`src/hw/rtl/zvfe_pkg.sv`:
```
// Shared constants and types for the zigzag varint field encoder.
package zvfe_pkg;

  localparam logic [7:0] START_BYTE = 8'hFF;
  localparam logic [7:0] KEY_MORE   = 8'h80;
  localparam logic [7:0] KEY_INT    = 8'h01;
  localparam logic [7:0] KEY_LONG   = 8'h02;
  localparam logic [7:0] CONT_BIT   = 8'h80;

  localparam int unsigned QUEUE_DEPTH = 2;
  localparam int unsigned QPTR_W      = $clog2(QUEUE_DEPTH);
  localparam int unsigned QCNT_W      = $clog2(QUEUE_DEPTH + 1);

  // One classified field waiting for the serializer.
  typedef struct packed {
    logic        start;
    logic [7:0]  key;
    logic [63:0] zz;
  } zvfe_entry_t;

  typedef enum logic [3:0] {
    S_IDLE  = 4'b0001,
    S_START = 4'b0010,
    S_KEY   = 4'b0100,
    S_DATA  = 4'b1000
  } zvfe_state_t;

endpackage

```
`src/hw/rtl/zvfe_if.sv`:
```
// Handshake channels: record fields in, encoded bytes out.
interface zvfe_field_if;
  logic               valid;
  logic               ready;
  logic signed [63:0] field_value;
  logic               field_is_long;
  logic               last_field;

  modport source (output valid, field_value, field_is_long, last_field, input ready);
  modport sink (input valid, field_value, field_is_long, last_field, output ready);
endinterface

interface zvfe_byte_if;
  logic       valid;
  logic       ready;
  logic [7:0] out_byte;
  logic       last_byte;

  modport source (output valid, out_byte, last_byte, input ready);
  modport sink (input valid, out_byte, last_byte, output ready);
endinterface

```
`src/hw/rtl/zvfe_front.sv`:
```
// Front end: accepts fields, zigzag-codes them and builds start flag and key.
module zvfe_front (
  input  logic                 clk,
  input  logic                 rst,
  zvfe_field_if.sink           field,
  input  logic                 q_ready,
  output logic                 q_push,
  output zvfe_pkg::zvfe_entry_t q_data
);

  logic        at_record_start;
  logic [31:0] low;
  logic [63:0] zz_int;
  logic [63:0] zz_long;
  logic [7:0]  key_kind;

  assign field.ready = q_ready;
  assign q_push      = field.valid && q_ready;

  assign low     = field.field_value[31:0];
  assign zz_int  = {32'd0, {low[30:0], 1'b0} ^ {32{low[31]}}};
  assign zz_long = {field.field_value[62:0], 1'b0} ^ {64{field.field_value[63]}};

  assign key_kind = field.field_is_long ? zvfe_pkg::KEY_LONG : zvfe_pkg::KEY_INT;

  always_comb begin
    q_data.start = at_record_start;
    q_data.key   = key_kind | (field.last_field ? 8'h00 : zvfe_pkg::KEY_MORE);
    q_data.zz    = field.field_is_long ? zz_long : zz_int;
  end

  always_ff @(posedge clk) begin
    if (rst) begin
      at_record_start <= 1'b1;
    end else if (q_push) begin
      at_record_start <= field.last_field;
    end
  end

endmodule

```
`src/hw/rtl/zvfe_queue.sv`:
```
// Short queue of classified fields between front end and serializer.
module zvfe_queue (
  input  logic                  clk,
  input  logic                  rst,
  input  logic                  push,
  input  zvfe_pkg::zvfe_entry_t push_data,
  output logic                  push_ready,
  input  logic                  pop,
  output logic                  pop_valid,
  output zvfe_pkg::zvfe_entry_t pop_data
);

  zvfe_pkg::zvfe_entry_t                 mem [zvfe_pkg::QUEUE_DEPTH];
  logic [zvfe_pkg::QPTR_W-1:0]           wptr;
  logic [zvfe_pkg::QPTR_W-1:0]           rptr;
  logic [zvfe_pkg::QCNT_W-1:0]           count;
  logic                                  do_push;
  logic                                  do_pop;

  assign push_ready = (count != zvfe_pkg::QCNT_W'(zvfe_pkg::QUEUE_DEPTH));
  assign pop_valid  = (count != '0);
  assign pop_data   = mem[rptr];
  assign do_push    = push && push_ready;
  assign do_pop     = pop && pop_valid;

  always_ff @(posedge clk) begin
    if (do_push) begin
      mem[wptr] <= push_data;
    end
  end

  always_ff @(posedge clk) begin
    if (rst) begin
      wptr  <= '0;
      rptr  <= '0;
      count <= '0;
    end else begin
      if (do_push) begin
        wptr <= (wptr == zvfe_pkg::QPTR_W'(zvfe_pkg::QUEUE_DEPTH - 1)) ? '0 : wptr + 1'b1;
      end
      if (do_pop) begin
        rptr <= (rptr == zvfe_pkg::QPTR_W'(zvfe_pkg::QUEUE_DEPTH - 1)) ? '0 : rptr + 1'b1;
      end
      if (do_push && !do_pop) begin
        count <= count + 1'b1;
      end else if (do_pop && !do_push) begin
        count <= count - 1'b1;
      end
    end
  end

  a_count_bound: assert property (@(posedge clk) disable iff (rst)
    count <= zvfe_pkg::QCNT_W'(zvfe_pkg::QUEUE_DEPTH))
    else $error("queue count beyond depth");

  a_full_blocks_push: assert property (@(posedge clk) disable iff (rst)
    (count == zvfe_pkg::QCNT_W'(zvfe_pkg::QUEUE_DEPTH) && !do_pop) |=> $stable(count))
    else $error("queue count changed while full without a pop");

  a_ptr_gap: assert property (@(posedge clk) disable iff (rst)
    (count == '0 || count == zvfe_pkg::QCNT_W'(zvfe_pkg::QUEUE_DEPTH)) |-> (wptr == rptr))
    else $error("queue pointers disagree with count");

endmodule

```
`src/hw/rtl/zvfe_back.sv`:
```
// Serializer: emits start byte, key byte and varint bytes, one per beat.
module zvfe_back (
  input  logic                  clk,
  input  logic                  rst,
  input  logic                  q_valid,
  input  zvfe_pkg::zvfe_entry_t q_data,
  output logic                  q_pop,
  zvfe_byte_if.source           stream
);

  zvfe_pkg::zvfe_state_t state;
  zvfe_pkg::zvfe_state_t state_next;
  logic [7:0]            key;
  logic [63:0]           rest;
  logic                  more;
  logic                  fire;
  logic                  load;

  assign more = (rest[63:7] != '0);
  assign fire = stream.valid && stream.ready;
  // A new field loads when idle or right as the final byte of the previous one leaves.
  assign load = q_valid && ((state == zvfe_pkg::S_IDLE) ||
                            (state == zvfe_pkg::S_DATA && fire && !more));
  assign q_pop = load;

  assign stream.valid = (state != zvfe_pkg::S_IDLE);

  always_comb begin
    stream.out_byte  = 8'h00;
    stream.last_byte = 1'b0;
    unique case (state)
      zvfe_pkg::S_IDLE:  stream.out_byte = 8'h00;
      zvfe_pkg::S_START: stream.out_byte = zvfe_pkg::START_BYTE;
      zvfe_pkg::S_KEY:   stream.out_byte = key;
      zvfe_pkg::S_DATA: begin
        stream.out_byte  = {1'b0, rest[6:0]} | (more ? zvfe_pkg::CONT_BIT : 8'h00);
        stream.last_byte = !more;
      end
      default:           stream.out_byte = 8'h00;
    endcase
  end

  always_comb begin
    state_next = state;
    if (load) begin
      state_next = q_data.start ? zvfe_pkg::S_START : zvfe_pkg::S_KEY;
    end else begin
      unique case (state)
        zvfe_pkg::S_IDLE:  state_next = zvfe_pkg::S_IDLE;
        zvfe_pkg::S_START: if (fire) state_next = zvfe_pkg::S_KEY;
        zvfe_pkg::S_KEY:   if (fire) state_next = zvfe_pkg::S_DATA;
        zvfe_pkg::S_DATA:  if (fire && !more) state_next = zvfe_pkg::S_IDLE;
        default:           state_next = zvfe_pkg::S_IDLE;
      endcase
    end
  end

  always_ff @(posedge clk) begin
    if (rst) begin
      state <= zvfe_pkg::S_IDLE;
    end else begin
      state <= state_next;
    end
  end

  always_ff @(posedge clk) begin
    if (load) begin
      key  <= q_data.key;
      rest <= q_data.zz;
    end else if (state == zvfe_pkg::S_DATA && fire && more) begin
      rest <= {7'd0, rest[63:7]};
    end
  end

  a_start_then_key: assert property (@(posedge clk) disable iff (rst)
    (state == zvfe_pkg::S_START && fire) |=> (state == zvfe_pkg::S_KEY))
    else $error("start byte not followed by key byte");

  a_shift: assert property (@(posedge clk) disable iff (rst)
    (state == zvfe_pkg::S_DATA && fire && more) |=>
      (state == zvfe_pkg::S_DATA && rest == {7'd0, $past(rest[63:7])}))
    else $error("varint continuation lost");

  a_key_kind: assert property (@(posedge clk) disable iff (rst)
    (state == zvfe_pkg::S_KEY) |-> (key[6:0] == 7'h01 || key[6:0] == 7'h02))
    else $error("key byte carries no valid kind");

  a_pop_only_at_boundary: assert property (@(posedge clk) disable iff (rst)
    q_pop |-> (state == zvfe_pkg::S_IDLE || (state == zvfe_pkg::S_DATA && stream.last_byte)))
    else $error("queue popped in the middle of a field");

endmodule

```
`src/hw/rtl/zigzag_varint_field_encoder.sv`:
```
// Top level of the zigzag varint field encoder.
// Each accepted field produces one byte per cycle on the stream channel, while the channel is
// ready: a 0xFF start byte when the field opens a record, a key byte (0x80 for more fields,
// ORed with 0x01 for int or 0x02 for long), then the zigzag value as a varint, low seven bits
// first, with last_byte set on the final varint byte. A field therefore produces 2 to 12 output
// bytes, which leave one at a time over the serializer's single byte lane. The front end classifies fields and
// parks up to two of them in a queue, so the field channel keeps accepting while bytes of an
// earlier field are still going out, and consecutive fields stream without idle cycles.
module zigzag_varint_field_encoder (
  input  logic        clk,
  input  logic        rst,
  zvfe_field_if.sink  field,
  zvfe_byte_if.source stream
);

  logic                  q_push;
  logic                  q_ready;
  zvfe_pkg::zvfe_entry_t q_in;
  logic                  q_pop;
  logic                  q_valid;
  zvfe_pkg::zvfe_entry_t q_out;

  zvfe_front u_front (
    .clk     (clk),
    .rst     (rst),
    .field   (field),
    .q_ready (q_ready),
    .q_push  (q_push),
    .q_data  (q_in)
  );

  zvfe_queue u_queue (
    .clk        (clk),
    .rst        (rst),
    .push       (q_push),
    .push_data  (q_in),
    .push_ready (q_ready),
    .pop        (q_pop),
    .pop_valid  (q_valid),
    .pop_data   (q_out)
  );

  zvfe_back u_back (
    .clk     (clk),
    .rst     (rst),
    .q_valid (q_valid),
    .q_data  (q_out),
    .q_pop   (q_pop),
    .stream  (stream)
  );

endmodule

```
`src/flat_wrapper.sv`:
```
// flat-port wrapper written by rule: the top's interface ports become plain ports
module zigzag_varint_field_encoder_flat 
  (clk, rst, field_valid, field_field_value, field_field_is_long, field_last_field, field_ready, stream_valid, stream_out_byte, stream_last_byte, stream_ready);
  zvfe_field_if field_i ();
  zvfe_byte_if stream_i ();
  input  logic clk;
  input  logic rst;
  input wire logic [$bits(field_i.valid)-1:0] field_valid;
  input wire logic [$bits(field_i.field_value)-1:0] field_field_value;
  input wire logic [$bits(field_i.field_is_long)-1:0] field_field_is_long;
  input wire logic [$bits(field_i.last_field)-1:0] field_last_field;
  output wire logic [$bits(field_i.ready)-1:0] field_ready;
  output wire logic [$bits(stream_i.valid)-1:0] stream_valid;
  output wire logic [$bits(stream_i.out_byte)-1:0] stream_out_byte;
  output wire logic [$bits(stream_i.last_byte)-1:0] stream_last_byte;
  input wire logic [$bits(stream_i.ready)-1:0] stream_ready;
  assign field_i.valid = field_valid;
  assign field_i.field_value = field_field_value;
  assign field_i.field_is_long = field_field_is_long;
  assign field_i.last_field = field_last_field;
  assign field_ready = field_i.ready;
  assign stream_valid = stream_i.valid;
  assign stream_out_byte = stream_i.out_byte;
  assign stream_last_byte = stream_i.last_byte;
  assign stream_i.ready = stream_ready;
  zigzag_varint_field_encoder u_core (.clk(clk), .rst(rst), .field(field_i), .stream(stream_i));
endmodule
```
`config.mk`:
```
export PLATFORM = sky130hd
export DESIGN_NAME = zigzag_varint_field_encoder_flat
export DESIGN_NICKNAME = d
export VERILOG_FILES = /design/src/hw/rtl/zvfe_pkg.sv /design/src/hw/rtl/zvfe_if.sv /design/src/hw/rtl/zvfe_front.sv /design/src/hw/rtl/zvfe_queue.sv /design/src/hw/rtl/zvfe_back.sv /design/src/hw/rtl/zigzag_varint_field_encoder.sv /design/src/flat_wrapper.sv
export SDC_FILE = /design/constraint.sdc
export NUM_CORES = 1
export LEC_CHECK = 0
export BUFFER_PORTS_ARGS = -buffer_cell sky130_fd_sc_hd__buf_2
export CAP_MARGIN = 10
export CORE_ASPECT_RATIO = 1.25
export CORE_UTILIZATION = 30
export CTS_BUF_LIST = sky130_fd_sc_hd__clkbuf_8
export DETAILED_ROUTE_END_ITERATION = 7
export GPL_ROUTABILITY_DRIVEN = 0
export GPL_TIMING_DRIVEN = 0
export PLACE_DENSITY = 0.46
export SLEW_MARGIN = 20
export SYNTH_ARGS = -nofsm -noshare
export SYNTH_HDL_FRONTEND = slang
export SYNTH_SLANG_ARGS = --single-unit
```
`constraint.sdc`:
```
create_clock -name clk -period 9 [get_ports clk]
set_clock_uncertainty 0.15 [all_clocks]
set_input_delay 0.9 -clock clk [delete_from_list [all_inputs] [get_ports clk]]
set_output_delay 0.9 -clock clk [all_outputs]
set_load 0.02 [all_outputs]
```
==> metrics, run 1 <==
Layout fillers ~3200; hold path cells 0; type of the worst min-delay path reg -> reg; CP max stage delay between 0.4 and 0.5 ns; Num CTS Buffers 37; P_sw 1.27 mW; crit end category output port; Worst Path Buf+Inv 3; hold_sp u_core.u_front.at_record_start$_SDFFE_PP1P_; P_leak roughly 4.2 nW; Post-Place Worst Slack ~6 ns; worst relative slew slack 0.496; post-CTS setup buffer count 0; fmax ~270 MHz; Critical Path Stages 7; crit path DAT about 2.7 ns; Syn Inst Count 781; Gate power share 0.323; DR WL/cell 17.2 µm; via count between 6000 and 7000; Power Density about 320 nW/µm²; Min Clock Period, post-route 3.77 ns; Pre-antenna DRT Iters 5; crit path kind reg -> out; CP Cell Sequence nor4_1 > nand4_1 > nor3_2 > buf_2 > buf_4 > and3_1 > buf_2; final wirelength 23100 µm; post-synth cell types between 40 and 50; clock power share 0.220; crit-path most repeated cell buf_2; Die X 164 µm; drt via density about 4.7; num rows 73; post-synthesis sequential area ratio 0.640; final worst setup slack between 5 and 6 ns; layout net count 978; pin count of the biggest net entering global routing between 40 and 50; Worst R2R Path Depth 9; setup slack, reg-to-reg around 6.1 ns; post-route ant nets 0; Synth Area per Inst between 10 and 15 µm²; Final HPWL DP between 15000 and 20000 µm; delay-heaviest family, CP simple AND/OR/NAND/NOR gates; GRT overflow 0; initial antenna violation count 0; IO Pins 81; # port buffers 78; global-route wire length before repair 35500 µm; CP Launch Point u_core.u_back.rest[55]$_DFFE_PP_; internal power consumption roughly 2.4 mW; Synth area leaders edfxtp_1 62%, mux2_2 7.0%, xnor2_1 5.6%; vias in the first global route approximately 6500; Post-synth top cells 203 x edfxtp_1, 130 x nand2_1, 63 x xnor2_1; worst r2r dst u_core.u_back.rest[31]$_DFFE_PP_; Worst setup SP type flip-flop; ys async rst share 0; status finished clean; H-tree depth 2; hold buffer count at cts 0; clk_lat worst skew roughly 0.55 ns; Die ar. between 30000 and 40000 µm²; Slew Limit Fails 0; Worst path slowest cell nor4_1; final setup violation count 0; First DRT Iteration DRCs about 270; clk sinks between 200 and 250; Fin Setup TNS 0 ns; hold endpoint u_core.u_queue.mem[0][72]$_DFFE_PP_; Tot GR Track Use 0.141; Sw Ratio 0.344; Synth Flop Type edfxtp_1; syn nets 852; Reg clk slew, reported paths about 0.06 ns; top-count cell post-synth edfxtp_1; initial cell density of the core 0.307; EDFF count, synth ~200; Layout Area Growth over Synthesis 17.9%; drt drc 0; CTS tree built; leading area contributor after synthesis edfxtp_1; RR Startpoint u_core.u_back.rest[55]$_DFFE_PP_; Slew @ Worst Pin between 0.7 and 0.8 ns; Yosys warning count 0; core area about 32000 µm²; cells resized by post-CTS repair 0; Post-Syn Area 9830 µm²; Die Span Y a little over 200 µm; layout cells sized above 1 0.270; critical path required time 7.95 ns; CTS root buf clkbuf_8; RSZ-0062 raised after global routing no; max-cap violations 0; Crit Path Max Fanout 10; Clock Path Buffers 3; top-area cell type share of the netlist area 0.620; Ant. Diodes 0; Peak VDD IR roughly 140 µV; Tcrit/Tclk final 0.419; sequential fraction of design power 0.457; synthesized flop and latch total between 200 and 250; Final Hold Fails 0
[stage by stage]
step                hold slack, ns   util  area, µm²  cells  power, mW
floorplan                    0.275      -       9830    781       2.49
global placement             0.284  0.335      10700   1271       2.89
detailed placement           0.300  0.340      10900   1280       2.92
CTS                          0.307  0.362      11600   1346       3.75
global route                 0.338  0.362      11600   1346       3.92
finish                       0.303  0.362      11600   1346       3.69
[cell usage in the layout (no fill, tap or decap), drive strengths merged, types with 4 or more instances in the layout]
| master | count |
|---|---|
| xnor2 | 63 |
| nand2 | 131 |
| mux2i | 8 |
| a21oi | 15 |
| nand4 | 62 |
| nor2 | 51 |
| mux2 | 61 |
| nand3 | 59 |
| xor2 | 4 |
| nand2b | 4 |
| clkinv | 13 |
| dfxtp | 10 |
| nor3 | 4 |
| edfxtp | 203 |
| nor2b | 4 |
| clkbuf | 55 |
| inv | 16 |
| nor4 | 13 |
| buf | 130 |
[power by group through the flow]
stage	clock network, mW	logic (mW)	registers, mW
final	0.813	1.19	1.69
after global routing	0.882	1.32	1.71
after CTS	0.844	1.22	1.69
after detailed placement	0	1.22	1.71
after global placement	0	1.12	1.77
after floorplan	0	0.798	1.69
[flip-flops by register name, summed over array words and instances, names as in the netlist, named ones only]
name                            count
u_core.u_queue.mem                136
u_core.u_back.rest                 64
u_core.u_back.state                 4
u_core.u_back.key                   3
u_core.u_queue.count                2
u_core.u_front.at_record_start      1
u_core.u_queue.rptr                 1
u_core.u_queue.wptr                 1
[worst reg2reg max path: stages (launching register included)]
cell      delay, ns
edfxtp_1       0.38
nor4_1         0.44
nand4_1        0.25
nor3_2         0.18
buf_2          0.32
a21o_1         0.18
a22oi_2        0.18
buf_8          0.25
buf_6          0.15
buf_6          0.16
[cell type report]
type	count	area, µm²	area share
repair buffers	87	546	0.0471
plain buffers	56	300	0.0259
clock buffers	42	578	0.0499
multi-input cells	506	3230	0.279
clock inverters	24	97.6	0.00842
flip-flops and latches	213	6300	0.543
well taps	412	515	0.0445
inverters	6	22.5	0.00194
[layer usage]
metal / up-vias / share of wire / track usage
met5: - / 0 / 0
met4: 0 / 0.028 / 0.0536
met3: 49 / 0.040 / 0.0250
met2: 151 / 0.52 / 0.256
met1: 3048 / 0.41 / 0.164
li1: 3117 / - / -
[cell families (layout without fill, tap and decap cells)]
logic type,after synthesis,in the layout,share of synthesized area
simple gates,336,336,0.165
flops,213,213,0.640
mux,69,69,0.0780
xor+xnor,67,67,0.0597
buf+inv,62,215,0.0328
compound gates,33,33,0.0224
fa+ha+maj,1,1,0.00127
[worst max-delay path by stage]
stage / to
3_3_place_gp: u_core.u_queue.mem[0][27]$_DFFE_PP_
2_1_floorplan: u_core.u_back.rest[0]$_DFFE_PP_
4_1_cts: stream_last_byte
3_5_place_dp: stream_last_byte
5_1_grt: stream_last_byte
6_report: stream_last_byte
No activity file was read; power rests on OpenSTA's default activity.
==> run 2: changes to the inputs <==
- PLACE_DENSITY: 0.46 -> 0.47
- clock period: 9 -> 3.4 ns (I/O delays scaled with it)
==> run 2 against run 1 <==
  * Critical endpoint unchanged
  * Register-to-register slack got worse by 5.6 ns
  * Die area did not move
  * Critical path depth did not move
  * Largest cell class unchanged
  * Combinational power rose to 2.7 times the previous value
  * Setup slack got worse by 5.0 ns
  * Sequential cell count did not move
  * Cell area rose by 2.9%
  * Sequential power rose to 2.6 times the previous value
  * Utilization rose by 1.0 points
  * Routed wire length fell by 0.52%
  * Global-route usage barely moved
  * Sequential share of layout area fell by 1.5 points
  * Highest routed layer unchanged
==> metrics, run 2 (synthesis results as in run 1) <==
crit path kind reg -> out (unchanged); drt via density 4.67 (was 4.73); type of the worst min-delay path in -> reg (was reg -> reg); Largest Register u_core.u_queue.mem (unchanged); Peak VDD IR 259 µV (was 143 µV); crit end category output port (unchanged); post-route ant nets 0 (unchanged); final setup violation count 0 (unchanged); Power Density 828 nW/µm² (was 319 nW/µm²); max FFs per register 136 (unchanged); delay-heaviest family, CP simple AND/OR/NAND/NOR gates (unchanged); dpl cells 1281 (was 1280); Tcrit/Tclk final 0.922; crit-path most repeated cell buf_2 (unchanged); CP Cell Sequence nor4_1 > nand4_1 > nor3_2 > buf_2 > buf_4 > and3_1 > buf_2 (unchanged); clk_lat worst skew 0.53 ns (was 0.55 ns); Clock Path Buffers 3 (unchanged); RSZ-0062 raised after global routing no (unchanged); CTS root buf clkbuf_8 (unchanged); critical path required time 2.91 ns (was 7.95 ns); H-tree depth 2 (unchanged); layout net count 1010 (was 978); vias in the first global route 6492 (was 6461); crit path DAT 2.64 ns (was 2.72 ns); drt drc 0 (unchanged); Non-Filler Instances 1379 (was 1346); initial cell density of the core 0.307 (unchanged); Crit Path Max Fanout 10 (unchanged); final worst setup slack 0.266 ns (was 5.23 ns); hold path cells 2 (was 0); RR Startpoint u_core.u_back.rest[55]$_DFFE_PP_ (unchanged); Worst setup SP type flip-flop (unchanged); global-route wire length before repair 35900 µm (was 35500 µm); fmax between 300 and 400 MHz; core area 32100 µm² (unchanged); pin count of the biggest net entering global routing 38 (was 43); hold_sp field_field_value[29] (was u_core.u_front.at_record_start$_SDFFE_PP1P_); Layout Area Growth over Synthesis 21.3% (was 17.9%); Pre-antenna DRT Iters 4 (was 5); Worst path slowest cell nor4_1 (unchanged); # port buffers 78 (unchanged); Worst R2R Path Depth 9 (unchanged); most frequent cells in the layout 203 x edfxtp_1, 130 x nand2_1, 114 x buf_2 (unchanged); setup slack, reg-to-reg 0.54 ns (was 6.10 ns); worst relative slew slack 0.484 (was 0.496); commonest non-fill, non-tap cell in the layout edfxtp_1 (unchanged); Slew @ Worst Pin 0.759 ns (was 0.741 ns); Final Hold Fails 0 (unchanged); P_leak 4.36 nW (was 4.21 nW); Die Span Y 204 µm (unchanged); final wirelength 23000 µm (was 23100 µm); CP max stage delay 0.42 ns (was 0.44 ns); Post-Place Worst Slack 0.577 ns (was 5.84 ns); Ant. Diodes 0 (unchanged); status finished clean (unchanged); Reg clk slew, reported paths 0.06 ns (about the same); Tot GR Track Use 0.141 (about the same); via count 6437 (was 6365); CTS tree built (unchanged); hold endpoint u_core.u_queue.mem[1][30]$_DFFE_PP_ (was u_core.u_queue.mem[0][72]$_DFFE_PP_); GRT overflow 0 (unchanged); First DRT Iteration DRCs 347 (was 267); DR WL/cell 16.7 µm (was 17.2 µm); Min Clock Period, post-route around 3.1 ns; Slew Limit Fails 0 (unchanged); Num CTS Buffers 38 (was 37); Worst Path Buf+Inv 3 (unchanged); initial antenna violation count 0 (unchanged); clk sinks 213 (unchanged); IO Pins 81 (unchanged); num rows 73 (unchanged); max-cap violations 0 (unchanged); biggest regs u_core.u_queue.mem x136, u_core.u_back.rest x64, u_core.u_back.state x4 (unchanged); Die X 164 µm (unchanged); layout cells sized above 1 0.263 (was 0.270); Final HPWL DP 16000 µm (was 16100 µm); worst r2r dst u_core.u_queue.count[1]$_SDFFE_PP0P_ (was u_core.u_back.rest[31]$_DFFE_PP_); Die ar. 33500 µm² (unchanged)
==> run 2: cell count changes in the layout (fill, tap and decap cells not counted) <==
cell           previous run  this run
bufinv_16                 0         1
buf_8                     1         2
clkbuf_8                 42        40
inv_1                    15        17
inv_6                     0         2
clkinvlp_4                1         0
buf_16                    2         1
buf_12                    2         3
clkinv_4                  0         1
clkinv_1                 10         9
dlygate4sd3_1             0        30
==> run 2: worst register-to-register path, delay by kind of cell, from the launching register on <==
kind / cells / cell delay, ns
buffers and inverters: 1 / 0.20
flip-flops: 1 / 0.39
AO/OA/AOI/OAI: 1 / 0.15
adder cells (fa/ha/maj): 1 / 0.33
AND/OR/NAND/NOR: 6 / 1.55
==> run 2: worst max path at each step <==
stage | startpoint | end | slack [ns] | cells past startpoint
4_1_cts | u_core.u_back.rest[9]$_DFFE_PP_ | stream_last_byte | 0.22 | 7
2_1_floorplan | u_core.u_back.state[2]$_SDFFE_PP0P_ | u_core.u_back.rest[0]$_DFFE_PP_ | 0.05 | 4
3_5_place_dp | u_core.u_back.rest[55]$_DFFE_PP_ | u_core.u_queue.count[1]$_SDFFE_PP0P_ | 0.58 | 9
3_3_place_gp | u_core.u_back.rest[58]$_SDFFCE_PP0P_ | u_core.u_back.rest[57]$_SDFFCE_PP0P_ | -1.17 | 6
6_report | u_core.u_back.rest[55]$_DFFE_PP_ | stream_last_byte | 0.27 | 7
5_1_grt | u_core.u_back.rest[9]$_DFFE_PP_ | stream_last_byte | 0.04 | 7
==> run 2: layout make-up <==
class                           instances  area, µm²
Buffer                                 56        300
Multi-Input combinational cell        506       3230
Clock buffer                           40        551
Fill cell                            3146      20100
Tap cell                              412        515
Sequential cell                       213       6300
Inverter                                6       22.5
Clock inverter                         28        150
Timing Repair Buffer                  118        853
==> run 2: stage by stage <==
step | utilization | cell area (µm²) | hold slack [ns] | setup TNS (ns) | power (mW)
floorplan | - | 9840 | 0.275 | 0 | 6.55
global placement | 0.335 | 10700 | 0.283 | -187.47 | 7.37
detailed placement | 0.341 | 10900 | 0.295 | 0 | 7.77
CTS | 0.372 | 11900 | 0.000628 | 0 | 10.1
global route | 0.372 | 11900 | 0.00852 | 0 | 10.5
finish | 0.372 | 11900 | 0.0278 | 0 | 9.88
==> run 2: timing repair <==
| item | 4_1_cts | 5_1_grt |
|---|---|---|
| hold buffers | 30 | 0 |
| endpoints found under the hold margin | 60 | 0 |
| buffers inserted | 0 | 0 |
| gates resized for setup | 0 | 0 |
==> run 2: routing by layer <==
metal / global-route usage / wire length [µm]
met3: 0.0225 / 774
met1: 0.172 / 9810
met4: 0.0479 / 503
met2: 0.252 / 11900
met5: 0 / 0
==> run 2: power breakdown <==
group | switching [mW] | total [mW] | internal, mW
Sequential | 0.346 | 4.46 | 4.12
Clock | 1.03 | 2.20 | 1.17
Combinational | 1.99 | 3.21 | 1.22
Total | 3.36 | 9.88 | 6.51
==> run 3: changes to the inputs <==
--- a/config.mk
+++ b/config.mk
@@ -19,2 +19,3 @@
 export SYNTH_HDL_FRONTEND = slang
 export SYNTH_SLANG_ARGS = --single-unit
+export TNS_END_PERCENT = 1
--- a/constraint.sdc
+++ b/constraint.sdc
@@ -3,3 +3,3 @@
 set_input_delay 0.34 -clock clk [delete_from_list [all_inputs] [get_ports clk]]
 set_output_delay 0.34 -clock clk [all_outputs]
-set_load 0.02 [all_outputs]
+set_load 0.05 [all_outputs]
==> run 3 against run 2 <==
  * First-iteration DRC count shrank 8.9%
  * Routed wire length grew 1.2%
  * Sequential share of layout area shrank 0.51 points
  * Power shrank 0.32%
  * Non-clock buffer count grew 16
  * Combinational power grew 2%
  * Setup slack lost 0.011 ns
  * Utilization grew 0.36 points
  * Cell area grew 0.98%
  * Sequential cell count is the same
  * Largest cell class unchanged
==> metrics, run 3 (synthesis results as in run 1) <==
initial cell density of the core 0.307 (unchanged); crit path kind reg -> out (unchanged); Worst R2R Path Depth 10 (was 9); CP max stage delay 0.39 ns (was 0.42 ns); Die X 164 µm (unchanged); P_sw 3.41 mW (was 3.36 mW); final setup violation count 0 (unchanged); biggest regs u_core.u_queue.mem x136, u_core.u_back.rest x64, u_core.u_back.state x4 (unchanged); crit-path most repeated cell buf_2 (unchanged); setup slack, reg-to-reg 0.63 ns (was 0.54 ns); Peak VDD IR 312 µV (was 259 µV); Post-Place Worst Slack 0.540 ns (was 0.577 ns); CTS root buf clkbuf_8 (unchanged); Gate power share 0.333 (was 0.325); Critical Path Stages 7 (unchanged); post-layout total power 9.84 mW (was 9.88 mW); hold slack 0.0207 ns (was 0.0278 ns); CTS tree built (unchanged); Non-Filler Instances 1388 (was 1379); RSZ-0062 raised after global routing no (unchanged); Die ar. 33500 µm² (unchanged); Clock Path Buffers 3 (unchanged); Worst Path Buf+Inv 3 (unchanged); Sw Ratio 0.347 (was 0.341); drt via density 4.70 (was 4.67); final wirelength 23300 µm (was 23000 µm); Layout Area Growth over Synthesis 22.4% (was 21.3%); Pre-antenna DRT Iters 5 (was 4); Worst setup SP type flip-flop (unchanged); pin count of the biggest net entering global routing 39 (was 38); IO Pins 81 (unchanged); Final Cell Area 12000 µm² (was 11900 µm²); type of the worst min-delay path in -> reg (unchanged); # port buffers 78 (unchanged); critical path required time 2.91 ns (about the same); internal power consumption 6.43 mW (was 6.51 mW); CP Cell Sequence nor4_1 > nand2_1 > nor3_2 > buf_2 > buf_4 > and3_1 > buf_2 (was nor4_1 > nand4_1 > nor3_2 > buf_2 > buf_4 > and3_1 > buf_2); most frequent cells in the layout 203 x edfxtp_1, 130 x nand2_1, 113 x buf_2 (was 203 x edfxtp_1, 130 x nand2_1, 114 x buf_2); post-route ant nets 0 (unchanged); post-CTS setup buffer count 0 (unchanged); vias in the first global route 6457 (was 6492); layout cells sized above 1 0.260 (was 0.263); Slew @ Worst Pin 0.842 ns (was 0.759 ns); Tot GR Track Use 0.142 (was 0.141); final worst setup slack 0.255 ns (was 0.266 ns); clk sinks 213 (unchanged); Reg clk slew, reported paths 0.06 ns (about the same); initial antenna violation count 0 (unchanged); Slew Limit Fails 0 (unchanged); GRT overflow 0 (unchanged); Final Hold Fails 0 (unchanged); P_leak 4.40 nW (was 4.36 nW); First DRT Iteration DRCs 316 (was 347); drt drc 0 (unchanged); dpl cells 1281 (unchanged); Num CTS Buffers 36 (was 38); Min Clock Period, post-route 3.14 ns (was 3.13 ns); via count 6525 (was 6437); worst relative slew slack 0.427 (was 0.484); max-cap violations 0 (unchanged); max FFs per register 136 (unchanged); clk_lat worst skew 0.55 ns (was 0.53 ns); num rows 73 (unchanged); sequential fraction of design power 0.454 (was 0.452); status finished clean (unchanged); clock power share 0.213 (was 0.223); Final HPWL DP 16000 µm (about the same); crit end category output port (unchanged); Power Density 818 nW/µm² (was 828 nW/µm²); crit path DAT 2.65 ns (was 2.64 ns); DR WL/cell 16.8 µm (was 16.7 µm); global-route wire length before repair 35700 µm (was 35900 µm); Layout fillers 3130 (was 3146); Post-DP Area 10900 µm² (unchanged); H-tree depth 2 (unchanged); commonest non-fill, non-tap cell in the layout edfxtp_1 (unchanged); Largest Register u_core.u_queue.mem (unchanged); Worst path slowest cell edfxtp_1 (was nor4_1); core area 32100 µm² (unchanged); layout net count 1024 (was 1010); Tcrit/Tclk final 0.925 (was 0.922); delay-heaviest family, CP simple AND/OR/NAND/NOR gates (unchanged); Die Span Y 204 µm (unchanged); Ant. Diodes 0 (unchanged); hold path cells 2 (unchanged); fmax 318 MHz (was 319 MHz); Crit Path Max Fanout 10 (unchanged)
## run 3: repair_timing
item | CTS | global route
hold buffers | 46 | 0
gates resized for setup | 0 | 3
setup endpoints to repair | 0 | 1
endpoints found under the hold margin | 92 | 0
## run 3: final cells by class
| class | instances | area [µm²] | share of cell area |
|---|---|---|---|
| Inverter | 6 | 22.5 | 0.00187 |
| Clock inverter | 25 | 146 | 0.0122 |
| Clock buffer | 36 | 495 | 0.0412 |
| Tap cell | 412 | 515 | 0.0428 |
| Multi-Input combinational cell | 506 | 3250 | 0.270 |
| Buffer | 56 | 303 | 0.0252 |
| Sequential cell | 213 | 6300 | 0.523 |
| Timing Repair Buffer | 134 | 1010 | 0.0842 |
## run 3: path summary, 6_finish.rpt
| path | start | endpoint |
|---|---|---|
| worst max-delay path | u_core.u_back.rest[19]$_DFFE_PP_ | stream_last_byte |
| worst min-delay path | field_field_value[28] | u_core.u_queue.mem[1][29]$_DFFE_PP_ |
| worst max register to register | u_core.u_back.state[1]$_SDFFE_PP0P_ | u_core.u_queue.count[1]$_SDFFE_PP0P_ |
| worst min register to register | u_core.u_front.at_record_start$_SDFFE_PP1P_ | u_core.u_queue.mem[0][72]$_DFFE_PP_ |
## run 3: worst register-to-register path: stages, from the launching register on
cell	delay (ns)
dfxtp_1	0.33
buf_4	0.18
nor4b_4	0.32
nand2_2	0.14
nor2_4	0.19
nand3_1	0.18
buf_6	0.19
and2_1	0.17
ha_1	0.33
or3_1	0.37
a21oi_1	0.14
## run 3: per-stage QoR
stage / util / TNS, ns
4_1_cts: 0.375 / 0
6_report: 0.376 / 0
3_3_place_gp: 0.335 / -121.46
2_1_floorplan: - / -1.46
5_1_grt: 0.376 / 0
3_5_place_dp: 0.341 / 0
## run 3: power groups by stage
stage / Sequential, mW / Combinational [mW] / Clock (mW)
finish: 4.47 / 3.28 / 2.10
global route: 4.55 / 3.65 / 2.28
CTS: 4.47 / 3.36 / 2.18
detailed placement: 4.52 / 3.31 / 0
global placement: 4.51 / 2.90 / 0
floorplan: 4.43 / 2.17 / 0
## run 3: layer usage
metal | routed length (µm) | vias to the layer above | global-route usage
met5 | 0 | - | 0
li1 | - | 3209 | -
met2 | 12200 | 130 | 0.257
met4 | 531 | 0 | 0.0483
met3 | 890 | 45 | 0.0239
met1 | 9670 | 3141 | 0.169
